--- src/design/radix_text_to_integer_top_macros.svh ---
// ----------------------------------------------------------------------------
// Assertion macros for the text to integer parser
// Shared forms for the concurrent checks at the end of the top level.
// ----------------------------------------------------------------------------
`ifndef RADIX_TEXT_TO_INTEGER_TOP_MACROS_SVH
`define RADIX_TEXT_TO_INTEGER_TOP_MACROS_SVH

// Same-cycle implication, disabled while reset is asserted.
`define RTI_ASSERT_NOW(lbl, clk, rst_n, ante, cons, msg) \
    lbl: assert property (@(posedge clk) disable iff (!(rst_n)) (ante) |-> (cons)) \
        else $error(msg);

// Next-cycle implication, disabled while reset is asserted.
`define RTI_ASSERT_NEXT(lbl, clk, rst_n, ante, cons, msg) \
    lbl: assert property (@(posedge clk) disable iff (!(rst_n)) (ante) |=> (cons)) \
        else $error(msg);

`endif

--- src/design/rti_pkg.sv ---
// ----------------------------------------------------------------------------
// rti_pkg
// Types and constants shared by the text to integer parser.
// ----------------------------------------------------------------------------
package rti_pkg;

    localparam int RADIX_W      = 6;
    localparam int CFG_IDX_BITS = 1;
    localparam int Q_DEPTH      = 2;

    localparam logic [CFG_IDX_BITS-1:0] CFG_RADIX  = 1'd0;
    localparam logic [CFG_IDX_BITS-1:0] CFG_DECODE = 1'd1;

    localparam logic [RADIX_W-1:0] RADIX_MIN   = 6'd2;
    localparam logic [RADIX_W-1:0] RADIX_MAX   = 6'd36;
    localparam logic [RADIX_W-1:0] RADIX_OCT   = 6'd8;
    localparam logic [RADIX_W-1:0] RADIX_DEC   = 6'd10;
    localparam logic [RADIX_W-1:0] RADIX_HEX   = 6'd16;
    localparam logic [RADIX_W-1:0] NOT_DIGIT   = 6'h3F;
    localparam logic [RADIX_W-1:0] LETTER_BIAS = 6'd9;

    localparam logic [7:0] CH_MINUS    = 8'h2D;
    localparam logic [7:0] CH_PLUS     = 8'h2B;
    localparam logic [7:0] CH_HASH     = 8'h23;
    localparam logic [7:0] CH_ZERO     = 8'h30;
    localparam logic [7:0] CH_NINE     = 8'h39;
    localparam logic [7:0] CH_LOWER_A  = 8'h61;
    localparam logic [7:0] CH_LOWER_Z  = 8'h7A;
    localparam logic [7:0] CH_UPPER_A  = 8'h41;
    localparam logic [7:0] CH_UPPER_Z  = 8'h5A;
    localparam logic [7:0] CH_LOWER_X  = 8'h78;
    localparam logic [7:0] CH_UPPER_X  = 8'h58;
    localparam logic [7:0] LETTER_MASK = 8'h1F;

    typedef struct packed {
        logic [RADIX_W-1:0] val;
        logic               is_minus;
        logic               is_plus;
        logic               is_hash;
        logic               is_zero;
        logic               is_x;
        logic               last;
    } t_cls;

endpackage

--- src/design/rti_in_if.sv ---
// ----------------------------------------------------------------------------
// rti_in_if
// Character channel: one text byte per transfer with a last flag.
// ----------------------------------------------------------------------------
interface rti_in_if;
    logic       valid;
    logic       ready;
    logic [7:0] ch;
    logic       last;

    modport source (output valid, output ch, output last, input ready);
    modport sink (input valid, input ch, input last, output ready);
endinterface

--- src/design/rti_out_if.sv ---
// ----------------------------------------------------------------------------
// rti_out_if
// Result channel: parsed signed value and error flag per transfer.
// ----------------------------------------------------------------------------
interface rti_out_if #(
    parameter int WORD_BITS = 32
);
    logic                        valid;
    logic                        ready;
    logic signed [WORD_BITS-1:0] value;
    logic                        error;

    modport source (output valid, output value, output error, input ready);
    modport sink (input valid, input value, input error, output ready);
endinterface

--- src/design/rti_front.sv ---
// ----------------------------------------------------------------------------
// rti_front
// Accepts characters and classifies each into a digit value and symbol flags.
// ----------------------------------------------------------------------------
module rti_front (
    rti_in_if.sink        i_in,
    input  logic          i_q_ready,
    output logic          o_push,
    output rti_pkg::t_cls o_cls
);
    import rti_pkg::*;

    logic [7:0] ch;

    assign ch         = i_in.ch;
    assign i_in.ready = i_q_ready;
    assign o_push     = i_in.valid & i_q_ready;

    always_comb begin
        if (ch inside {[CH_ZERO:CH_NINE]}) begin
            o_cls.val = RADIX_W'(ch - CH_ZERO);
        end else if (ch inside {[CH_LOWER_A:CH_LOWER_Z], [CH_UPPER_A:CH_UPPER_Z]}) begin
            o_cls.val = RADIX_W'(ch & LETTER_MASK) + LETTER_BIAS;
        end else begin
            o_cls.val = NOT_DIGIT;
        end
        o_cls.is_minus = (ch == CH_MINUS);
        o_cls.is_plus  = (ch == CH_PLUS);
        o_cls.is_hash  = (ch == CH_HASH);
        o_cls.is_zero  = (ch == CH_ZERO);
        o_cls.is_x     = (ch == CH_LOWER_X) || (ch == CH_UPPER_X);
        o_cls.last     = i_in.last;
    end
endmodule

--- src/design/rti_queue.sv ---
// ----------------------------------------------------------------------------
// rti_queue
// Short queue of classified characters between the front and the back.
// ----------------------------------------------------------------------------
module rti_queue (
    input  logic          i_clk,
    input  logic          i_rst_n,
    input  logic          i_push,
    input  rti_pkg::t_cls i_cls,
    output logic          o_ready,
    input  logic          i_pop,
    output logic          o_valid,
    output rti_pkg::t_cls o_cls
);
    import rti_pkg::*;

    localparam int PTR_W = (Q_DEPTH > 1) ? $clog2(Q_DEPTH) : 1;
    localparam int CNT_W = $clog2(Q_DEPTH + 1);
    localparam logic [CNT_W-1:0] FULL = CNT_W'(Q_DEPTH);

    t_cls             r_mem [Q_DEPTH];
    logic [PTR_W-1:0] r_rd;
    logic [PTR_W-1:0] r_wr;
    logic [CNT_W-1:0] r_cnt;
    logic [PTR_W-1:0] n_rd;
    logic [PTR_W-1:0] n_wr;

    assign o_ready = (r_cnt != FULL);
    assign o_valid = (r_cnt != '0);
    assign o_cls   = r_mem[r_rd];

    always_comb begin
        n_rd = (r_rd == PTR_W'(Q_DEPTH - 1)) ? '0 : r_rd + 1'b1;
        n_wr = (r_wr == PTR_W'(Q_DEPTH - 1)) ? '0 : r_wr + 1'b1;
    end

    always_ff @(posedge i_clk) begin
        if (i_push) begin
            r_mem[r_wr] <= i_cls;
        end
    end

    always_ff @(posedge i_clk) begin
        if (!i_rst_n) begin
            r_rd  <= '0;
            r_wr  <= '0;
            r_cnt <= '0;
        end else begin
            if (i_push) begin
                r_wr <= n_wr;
            end
            if (i_pop) begin
                r_rd <= n_rd;
            end
            if (i_push && !i_pop) begin
                r_cnt <= r_cnt + 1'b1;
            end else if (i_pop && !i_push) begin
                r_cnt <= r_cnt - 1'b1;
            end
        end
    end
endmodule

--- src/design/rti_back.sv ---
// ----------------------------------------------------------------------------
// rti_back
// Parse sequencer: sign and prefix handling, checked multiply-add of digits,
// and the registered result stage.
// ----------------------------------------------------------------------------
module rti_back #(
    parameter int WORD_BITS = 32
) (
    input  logic                        i_clk,
    input  logic                        i_rst_n,
    input  logic [rti_pkg::RADIX_W-1:0] i_radix,
    input  logic                        i_decode,
    input  logic                        i_valid,
    input  rti_pkg::t_cls               i_cls,
    output logic                        o_pop,
    rti_out_if.source                   o_out
);
    import rti_pkg::*;

    localparam int PROD_W = WORD_BITS + RADIX_W;

    typedef enum logic [4:0] {
        PH_START     = 5'b00001,
        PH_BODY      = 5'b00010,
        PH_AFTERSIGN = 5'b00100,
        PH_SAWZERO   = 5'b01000,
        PH_BODYFIRST = 5'b10000
    } t_phase;

    t_phase                 r_phase;
    t_phase                 n_phase;
    logic [WORD_BITS-1:0]   r_accum;
    logic [WORD_BITS-1:0]   n_accum;
    logic                   r_neg;
    logic                   n_neg;
    logic [RADIX_W-1:0]     r_act;
    logic [RADIX_W-1:0]     n_act;
    logic                   r_got;
    logic                   n_got;
    logic                   r_failed;
    logic                   n_failed;

    logic                   r_out_valid;
    logic [WORD_BITS-1:0]   r_out_value;
    logic                   r_out_error;

    logic [RADIX_W-1:0]     dr;
    logic                   take;
    logic                   prefix;
    logic                   is_sign;
    logic                   bad;
    logic                   ovf;
    logic [WORD_BITS-1:0]   lim;
    logic [PROD_W-1:0]      prod;
    logic                   res_error;
    logic [WORD_BITS-1:0]   res_value;

    assign is_sign = i_cls.is_minus | i_cls.is_plus;
    assign o_pop   = i_valid && (!i_cls.last || !r_out_valid || o_out.ready);

    always_comb begin
        n_accum  = r_accum;
        n_neg    = r_neg;
        n_phase  = r_phase;
        n_act    = r_act;
        n_got    = r_got;
        n_failed = r_failed;
        dr       = r_act;
        take     = 1'b0;
        prefix   = 1'b0;

        case (r_phase)
            PH_START: begin
                if (i_decode) begin
                    if (is_sign) begin
                        n_neg   = i_cls.is_minus;
                        n_phase = PH_AFTERSIGN;
                    end else begin
                        prefix = 1'b1;
                    end
                end else begin
                    dr      = i_radix;
                    n_act   = i_radix;
                    n_phase = PH_BODY;
                    if (!(i_radix inside {[RADIX_MIN:RADIX_MAX]})) begin
                        n_failed = 1'b1;
                    end
                    if (i_cls.is_minus) begin
                        n_neg = 1'b1;
                    end else begin
                        take = 1'b1;
                    end
                end
            end
            PH_AFTERSIGN: begin
                prefix = 1'b1;
            end
            PH_SAWZERO: begin
                if (i_cls.is_x) begin
                    n_act   = RADIX_HEX;
                    n_got   = 1'b0;
                    n_phase = PH_BODYFIRST;
                end else begin
                    n_act   = RADIX_OCT;
                    dr      = RADIX_OCT;
                    n_phase = PH_BODY;
                    if (is_sign) begin
                        n_failed = 1'b1;
                    end else begin
                        take = 1'b1;
                    end
                end
            end
            PH_BODYFIRST: begin
                n_phase = PH_BODY;
                if (is_sign) begin
                    n_failed = 1'b1;
                end else begin
                    take = 1'b1;
                end
            end
            default: begin
                n_phase = PH_BODY;
                take    = 1'b1;
            end
        endcase

        if (prefix) begin
            if (i_cls.is_hash) begin
                n_act   = RADIX_HEX;
                n_phase = PH_BODYFIRST;
            end else if (i_cls.is_zero) begin
                n_act   = RADIX_DEC;
                n_accum = '0;
                n_got   = 1'b1;
                n_phase = PH_SAWZERO;
            end else if (is_sign) begin
                n_failed = 1'b1;
                n_phase  = PH_BODY;
            end else begin
                n_act   = RADIX_DEC;
                dr      = RADIX_DEC;
                n_phase = PH_BODY;
                take    = 1'b1;
            end
        end

        lim  = {1'b1, {(WORD_BITS - 1){1'b0}}} - WORD_BITS'(!r_neg);
        prod = PROD_W'(r_accum) * PROD_W'(dr) + PROD_W'(i_cls.val);
        bad  = !(dr inside {[RADIX_MIN:RADIX_MAX]}) || (i_cls.val >= dr);
        ovf  = prod > PROD_W'(lim);

        if (take && !r_failed) begin
            if (bad || ovf) begin
                n_failed = 1'b1;
            end else begin
                n_accum = prod[WORD_BITS-1:0];
                n_got   = 1'b1;
            end
        end

        res_error = n_failed | ~n_got;
        if (res_error) begin
            res_value = '0;
        end else if (n_neg) begin
            res_value = '0 - n_accum;
        end else begin
            res_value = n_accum;
        end
    end

    always_ff @(posedge i_clk) begin
        if (!i_rst_n) begin
            r_phase  <= PH_START;
            r_accum  <= '0;
            r_neg    <= 1'b0;
            r_act    <= RADIX_DEC;
            r_got    <= 1'b0;
            r_failed <= 1'b0;
        end else if (o_pop) begin
            r_act <= n_act;
            if (i_cls.last) begin
                r_phase  <= PH_START;
                r_accum  <= '0;
                r_neg    <= 1'b0;
                r_got    <= 1'b0;
                r_failed <= 1'b0;
            end else begin
                r_phase  <= n_phase;
                r_accum  <= n_accum;
                r_neg    <= n_neg;
                r_got    <= n_got;
                r_failed <= n_failed;
            end
        end
    end

    always_ff @(posedge i_clk) begin
        if (!i_rst_n) begin
            r_out_valid <= 1'b0;
        end else if (o_pop && i_cls.last) begin
            r_out_valid <= 1'b1;
        end else if (o_out.ready) begin
            r_out_valid <= 1'b0;
        end
    end

    always_ff @(posedge i_clk) begin
        if (o_pop && i_cls.last) begin
            r_out_value <= res_value;
            r_out_error <= res_error;
        end
    end

    assign o_out.valid = r_out_valid;
    assign o_out.value = r_out_value;
    assign o_out.error = r_out_error;
endmodule

--- src/design/radix_text_to_integer_top.sv ---
// ----------------------------------------------------------------------------
// radix_text_to_integer_top
// Parses a signed integer from a character stream, one character per transfer.
//
//   Channel  Dir  Payload              Transfer
//   i_in     in   ch[7:0], last        valid & ready
//   o_out    out  value[W-1:0], error  valid & ready, one per last character
//   i_cfg    in   idx, data[5:0]       i_cfg_we
//
// One character per cycle unless a last character waits on a stalled output,
// set by the single multiply-add and bound compare in the back end. A last
// character passes through the two-entry queue; its result is registered as it
// is popped from the queue head and held until it transfers out.
// Reset clears the parse state, sets the radix to ten and plain mode.
// A stalled output holds its result; the queue takes characters until it fills.
// ----------------------------------------------------------------------------
`include "radix_text_to_integer_top_macros.svh"

module radix_text_to_integer_top #(
    parameter int WORD_BITS = 32
) (
    input  logic                             i_clk,
    input  logic                             i_rst_n,
    rti_in_if.sink                           i_in,
    rti_out_if.source                        o_out,
    input  logic                             i_cfg_we,
    input  logic [rti_pkg::CFG_IDX_BITS-1:0] i_cfg_idx,
    input  logic [rti_pkg::RADIX_W-1:0]      i_cfg_data
);
    import rti_pkg::*;

    logic [RADIX_W-1:0] r_radix;
    logic               r_decode;
    logic               q_push;
    logic               q_ready;
    logic               q_pop;
    logic               q_valid;
    t_cls               front_cls;
    t_cls               q_head;

    always_ff @(posedge i_clk) begin
        if (!i_rst_n) begin
            r_radix  <= RADIX_DEC;
            r_decode <= 1'b0;
        end else if (i_cfg_we) begin
            case (i_cfg_idx)
                CFG_RADIX:  r_radix  <= i_cfg_data;
                CFG_DECODE: r_decode <= i_cfg_data[0];
                default: begin
                end
            endcase
        end
    end

    rti_front u_front (
        .i_in      (i_in),
        .i_q_ready (q_ready),
        .o_push    (q_push),
        .o_cls     (front_cls)
    );

    rti_queue u_queue (
        .i_clk   (i_clk),
        .i_rst_n (i_rst_n),
        .i_push  (q_push),
        .i_cls   (front_cls),
        .o_ready (q_ready),
        .i_pop   (q_pop),
        .o_valid (q_valid),
        .o_cls   (q_head)
    );

    rti_back #(
        .WORD_BITS (WORD_BITS)
    ) u_back (
        .i_clk    (i_clk),
        .i_rst_n  (i_rst_n),
        .i_radix  (r_radix),
        .i_decode (r_decode),
        .i_valid  (q_valid),
        .i_cls    (q_head),
        .o_pop    (q_pop),
        .o_out    (o_out)
    );

    `RTI_ASSERT_NOW(a_error_zero, i_clk, i_rst_n, o_out.valid && o_out.error, o_out.value == '0, "error result with nonzero value")
    `RTI_ASSERT_NOW(a_no_overwrite, i_clk, i_rst_n, q_pop && q_head.last, !o_out.valid || o_out.ready, "result overwritten")
    `RTI_ASSERT_NEXT(a_result_lands, i_clk, i_rst_n, q_pop && q_head.last, o_out.valid, "finished string gave no result")
endmodule
--- src/flat_wrapper.sv ---
// flat-port wrapper written by rule: the top's interface ports become plain ports
module radix_text_to_integer_top_flat import rti_pkg::*;
#(
    parameter int WORD_BITS = 32
)
  (i_clk, i_rst_n, i_cfg_we, i_cfg_idx, i_cfg_data, i_in_valid, i_in_ch, i_in_last, i_in_ready, o_out_valid, o_out_value, o_out_error, o_out_ready);
  rti_in_if i_in_i ();
  rti_out_if #(.WORD_BITS(WORD_BITS)) o_out_i ();
  input  logic i_clk;
  input  logic i_rst_n;
  input  logic i_cfg_we;
  input  logic [rti_pkg::CFG_IDX_BITS-1:0] i_cfg_idx;
  input  logic [rti_pkg::RADIX_W-1:0] i_cfg_data;
  input wire logic [$bits(i_in_i.valid)-1:0] i_in_valid;
  input wire logic [$bits(i_in_i.ch)-1:0] i_in_ch;
  input wire logic [$bits(i_in_i.last)-1:0] i_in_last;
  output wire logic [$bits(i_in_i.ready)-1:0] i_in_ready;
  output wire logic [$bits(o_out_i.valid)-1:0] o_out_valid;
  output wire logic [$bits(o_out_i.value)-1:0] o_out_value;
  output wire logic [$bits(o_out_i.error)-1:0] o_out_error;
  input wire logic [$bits(o_out_i.ready)-1:0] o_out_ready;
  assign i_in_i.valid = i_in_valid;
  assign i_in_i.ch = i_in_ch;
  assign i_in_i.last = i_in_last;
  assign i_in_ready = i_in_i.ready;
  assign o_out_valid = o_out_i.valid;
  assign o_out_value = o_out_i.value;
  assign o_out_error = o_out_i.error;
  assign o_out_i.ready = o_out_ready;
  radix_text_to_integer_top #(.WORD_BITS(WORD_BITS)) u_core (.i_clk(i_clk), .i_rst_n(i_rst_n), .i_in(i_in_i), .o_out(o_out_i), .i_cfg_we(i_cfg_we), .i_cfg_idx(i_cfg_idx), .i_cfg_data(i_cfg_data));
endmodule
--- config.mk ---
export PLATFORM = sky130hd
export DESIGN_NAME = radix_text_to_integer_top_flat
export DESIGN_NICKNAME = d
export VERILOG_FILES = /design/src/design/rti_pkg.sv /design/src/design/rti_in_if.sv /design/src/design/rti_out_if.sv /design/src/design/rti_front.sv /design/src/design/rti_queue.sv /design/src/design/rti_back.sv /design/src/design/radix_text_to_integer_top.sv /design/src/flat_wrapper.sv
export VERILOG_INCLUDE_DIRS = /design/src /design/src/design
export SDC_FILE = /design/constraint.sdc
export NUM_CORES = 1
export LEC_CHECK = 0
export BUFFER_PORTS_ARGS = -buffer_cell sky130_fd_sc_hd__buf_2
export CAP_MARGIN = 20
export CORE_UTILIZATION = 39
export DETAILED_ROUTE_END_ITERATION = 10
export PLACE_DENSITY_LB_ADDON = 0.1
export REMOVE_ABC_BUFFERS = 1
export SLEW_MARGIN = 20
export SYNTH_ARGS = -nofsm -noshare
export SYNTH_HDL_FRONTEND = slang
export SYNTH_SLANG_ARGS = --single-unit
--- constraint.sdc ---
create_clock -name i_clk -period 14.7 [get_ports i_clk]
set_clock_uncertainty 0.15 [all_clocks]
set_input_delay 2.94 -clock i_clk [delete_from_list [all_inputs] [get_ports i_clk]]
set_output_delay 2.94 -clock i_clk [all_outputs]
set_load 0.02 [all_outputs]
==> results.yml <==
outcome:
  status: "completed"
sta:
  post-route-min-period_ns: 13.35
  hold_viol_final: 0
  setup_tns_ns: 0
  slew-limit-headroom_pct: 22.9
  fmax_mhz: 74.9
  drv_slew: 0
  hold_slack_ns: 0.319
  rsz0062_at_grt: "no"
  finalSetupViolCount: 0
  fin_crit_sh_pct: 90.8
  worst_pin_slew_ns: 1.16
route:
  drt-initial-drc-count: 1050
  vias: 12492
  post_drt_wl_per_cell_um: 20.9
  via_per_inst: 5.73
  routed_wl_um: 45400
  firstDrtPassIters: 5
  final_antenna_net_count: 0
  drc: 0
floorplanning:
  start_util_pct: 39.7
  std_cell_rows: 70
  core-area_um2: 36600
  die_y_um: 195
  io-pin-count: 56
  die_width_um: 195
  dieArea_um2: 38000
cts:
  cts_buffer_depth: 2
  htree_levels: 4
  root_buffer: "clkbuf_16"
  numCtsBuffers: 17
  cts.sinks: 116
  clk_latency_ns: 0.46
  clk_pin_slew_ns: 0.07
  tritoncts: "done"
grt:
  grt_max_degree: 62
  first_global_vias: 12322
  grt_usage_pct: 24.6
  gr-total-overflow: 0
  antenna_found_initial: 0
  grt_pass1_wl_um: 71900
setup_path:
  cpPeakStageDelay_ns: 0.84
  cp_slowest_cell: "or4b_4"
  critPathArrivalTime_ns: 13.41
  crit_path_end_kind: "register"
  path_class: "reg -> reg"
  crit_path_start_kind: "register"
  required_ns: 14.75
  critical_path.most_common_cell: "inv_1"
  crit_fanout: 47
yosys:
  yosys_warnings: 0
  synth_most_common_cell: "nand2_1"
  syn-cell-area_um2: 14500
  netlist_instances: 1713
  ys.flop_type: "dfxtp_1"
  yosys-top-cells-count: "174 x nand2_1, 138 x and2_1, 130 x ha_1"
  async_reset_ff_share_pct: 0
  synth.distinct_cells: 77
  synth_top_area_share_pct: 17.1
  synth_enable_flop_cells: 57
  yosysSeqAreaShare_pct: 19.9
  synth_top_area_cell: "fa_1"
  synth_fa_ha_area_share_pct: 28.3
  netlist_top_cells_area: "fa_1 17%, edfxtp_1 12%, ha_1 11%"
  ys_ff_latch: 116
  synth-xor-area-share_pct: 3.44
  synth_mux_area_share_pct: 2.56
  synth_top_family_by_area: "adder cells"
  synth_compound_area_share_pct: 16.3
  yosys.area_share.simple_pct: 23.5
  synth.avg_cell_area_um2: 8.48
cells_and_area:
  drive_above_1_share_pct: 8.47
  stdcell_count: 2179
  utilization_pct: 43.0
  stdcell_area_um2: 15800
  diodes: 0
  syn_to_final_growth_pct: 8.48
  final_nets: 1973
place:
  place_area_um2: 15100
  io_buffers: 55
  dp.cells: 2143
  dp_hpwl_um: 34000
  gp_congestion: 0.923
run:
  drv_cap: 0
min_path:
  hold_path.class: "reg -> reg"
power:
  peakVddDrop_uv: 117
  power_density_nw_per_um2: 114
  p_leak_nw: 7.36
cell usage in the layout, fill, tap and decap left out, types with 37 or more instances in the layout:
master,Yosys,final
and3_1,43,43
a21o_1,41,41
nor2_1,104,100
nand2_1,174,174
dfxtp_1,59,59
nor3_1,37,37
buf_2,6,55
ha_1,130,130
nor2b_1,41,41
a21oi_1,93,93
o21ai_0,95,95
and2_1,138,138
fa_1,124,124
edfxtp_1,57,57
inv_1,110,110
critical path: cells and delay by family (launching register included):
kind	cells	cell delay, ns
multiplexers	1	0.46
buffers and inverters	5	0.36
AND/OR/NAND/NOR	17	5.12
adder cells (fa/ha/maj)	7	2.97
AO/OA/AOI/OAI	11	2.95
XOR/XNOR	1	0.18
flip-flops	1	0.83
flip-flops by register name (all words and copies together) (netlist names), 2 cells and up, named ones only:
register	count
u_core.u_back.r_accum	32
u_core.u_back.o_out.value	32
u_core.u_queue.r_cnt	2
u_core.r_radix	6
u_core.u_queue.r_mem	24
u_core.u_back.r_act	6
u_core.u_back.r_phase	5
layout make-up:
class | instances | area (um2)
fill | 3727 | 20900
multi-input combinational | 1375 | 10800
sequential | 116 | 2890
tap | 468 | 586
timing repair buffer | 78 | 448
clock buffer | 17 | 425
inverter | 110 | 413
clock inverter | 15 | 203
routing by layer:
| metal | global-route usage [%] | share of wire [%] | up-vias |
|---|---|---|---|
| li1 | - | - | 5924 |
| met1 | 33.8 | 46 | 6080 |
| met2 | 40.0 | 46 | 421 |
| met3 | 3.89 | 5.8 | 67 |
| met4 | 6.82 | 2.2 | 0 |
| met5 | 0 | 0 | - |
power by group:
| part | switching [W] | total, W | internal [W] | leakage [nW] |
|---|---|---|---|---|
| clock network | 0.000174 | 0.000458 | 0.000284 | 0.306 |
| registers | 0.0000358 | 0.000435 | 0.000399 | 1.00 |
| logic | 0.000616 | 0.000895 | 0.000280 | 6.05 |
| total | 0.000825 | 0.00179 | 0.000963 | 7.36 |
what timing repair did:
action | CTS | global route
gates resized for setup | 0 | 1
endpoints found under the hold margin | 0 | 0
endpoints found under the setup margin | 0 | 3
hold buffers | 0 | 0
buffers inserted | 0 | 3
worst paths after layout:
| kind | startpoint | end | slack [ns] | cells after the start |
|---|---|---|---|---|
| worst max register to register | register | u_core.u_back.o_out.value[28] | 1.35 | 42 |
| worst min register to register | u_core.u_back.r_act[4] | u_core.u_back.r_act[4] | 0.32 | 2 |
| worst min-delay path | u_core.u_back.r_act[4] | u_core.u_back.r_act[4] | 0.32 | 2 |
| worst max-delay path | register | u_core.u_back.o_out.value[28] | 1.35 | 42 |
per-stage QoR:
step,total power [W],setup slack (ns)
finish,0.00179,1.35
global route,0.00189,0.455
CTS,0.00178,0.848
detailed placement,0.00132,0.909
global placement,0.00132,1.29
floorplan,0.000985,3.03
logic make-up (layout without fill, tap and decap cells):
family	Yosys count	in the layout
DFF	116	116
adders and majority gates	254	254
xor gates and xnor gates	57	57
and+or+nand+nor	658	658
AOI/OAI and AO/OA	370	370
muxes	36	36
buffers and inverters	222	220
Note: power is estimated with default switching activity, not from simulation.
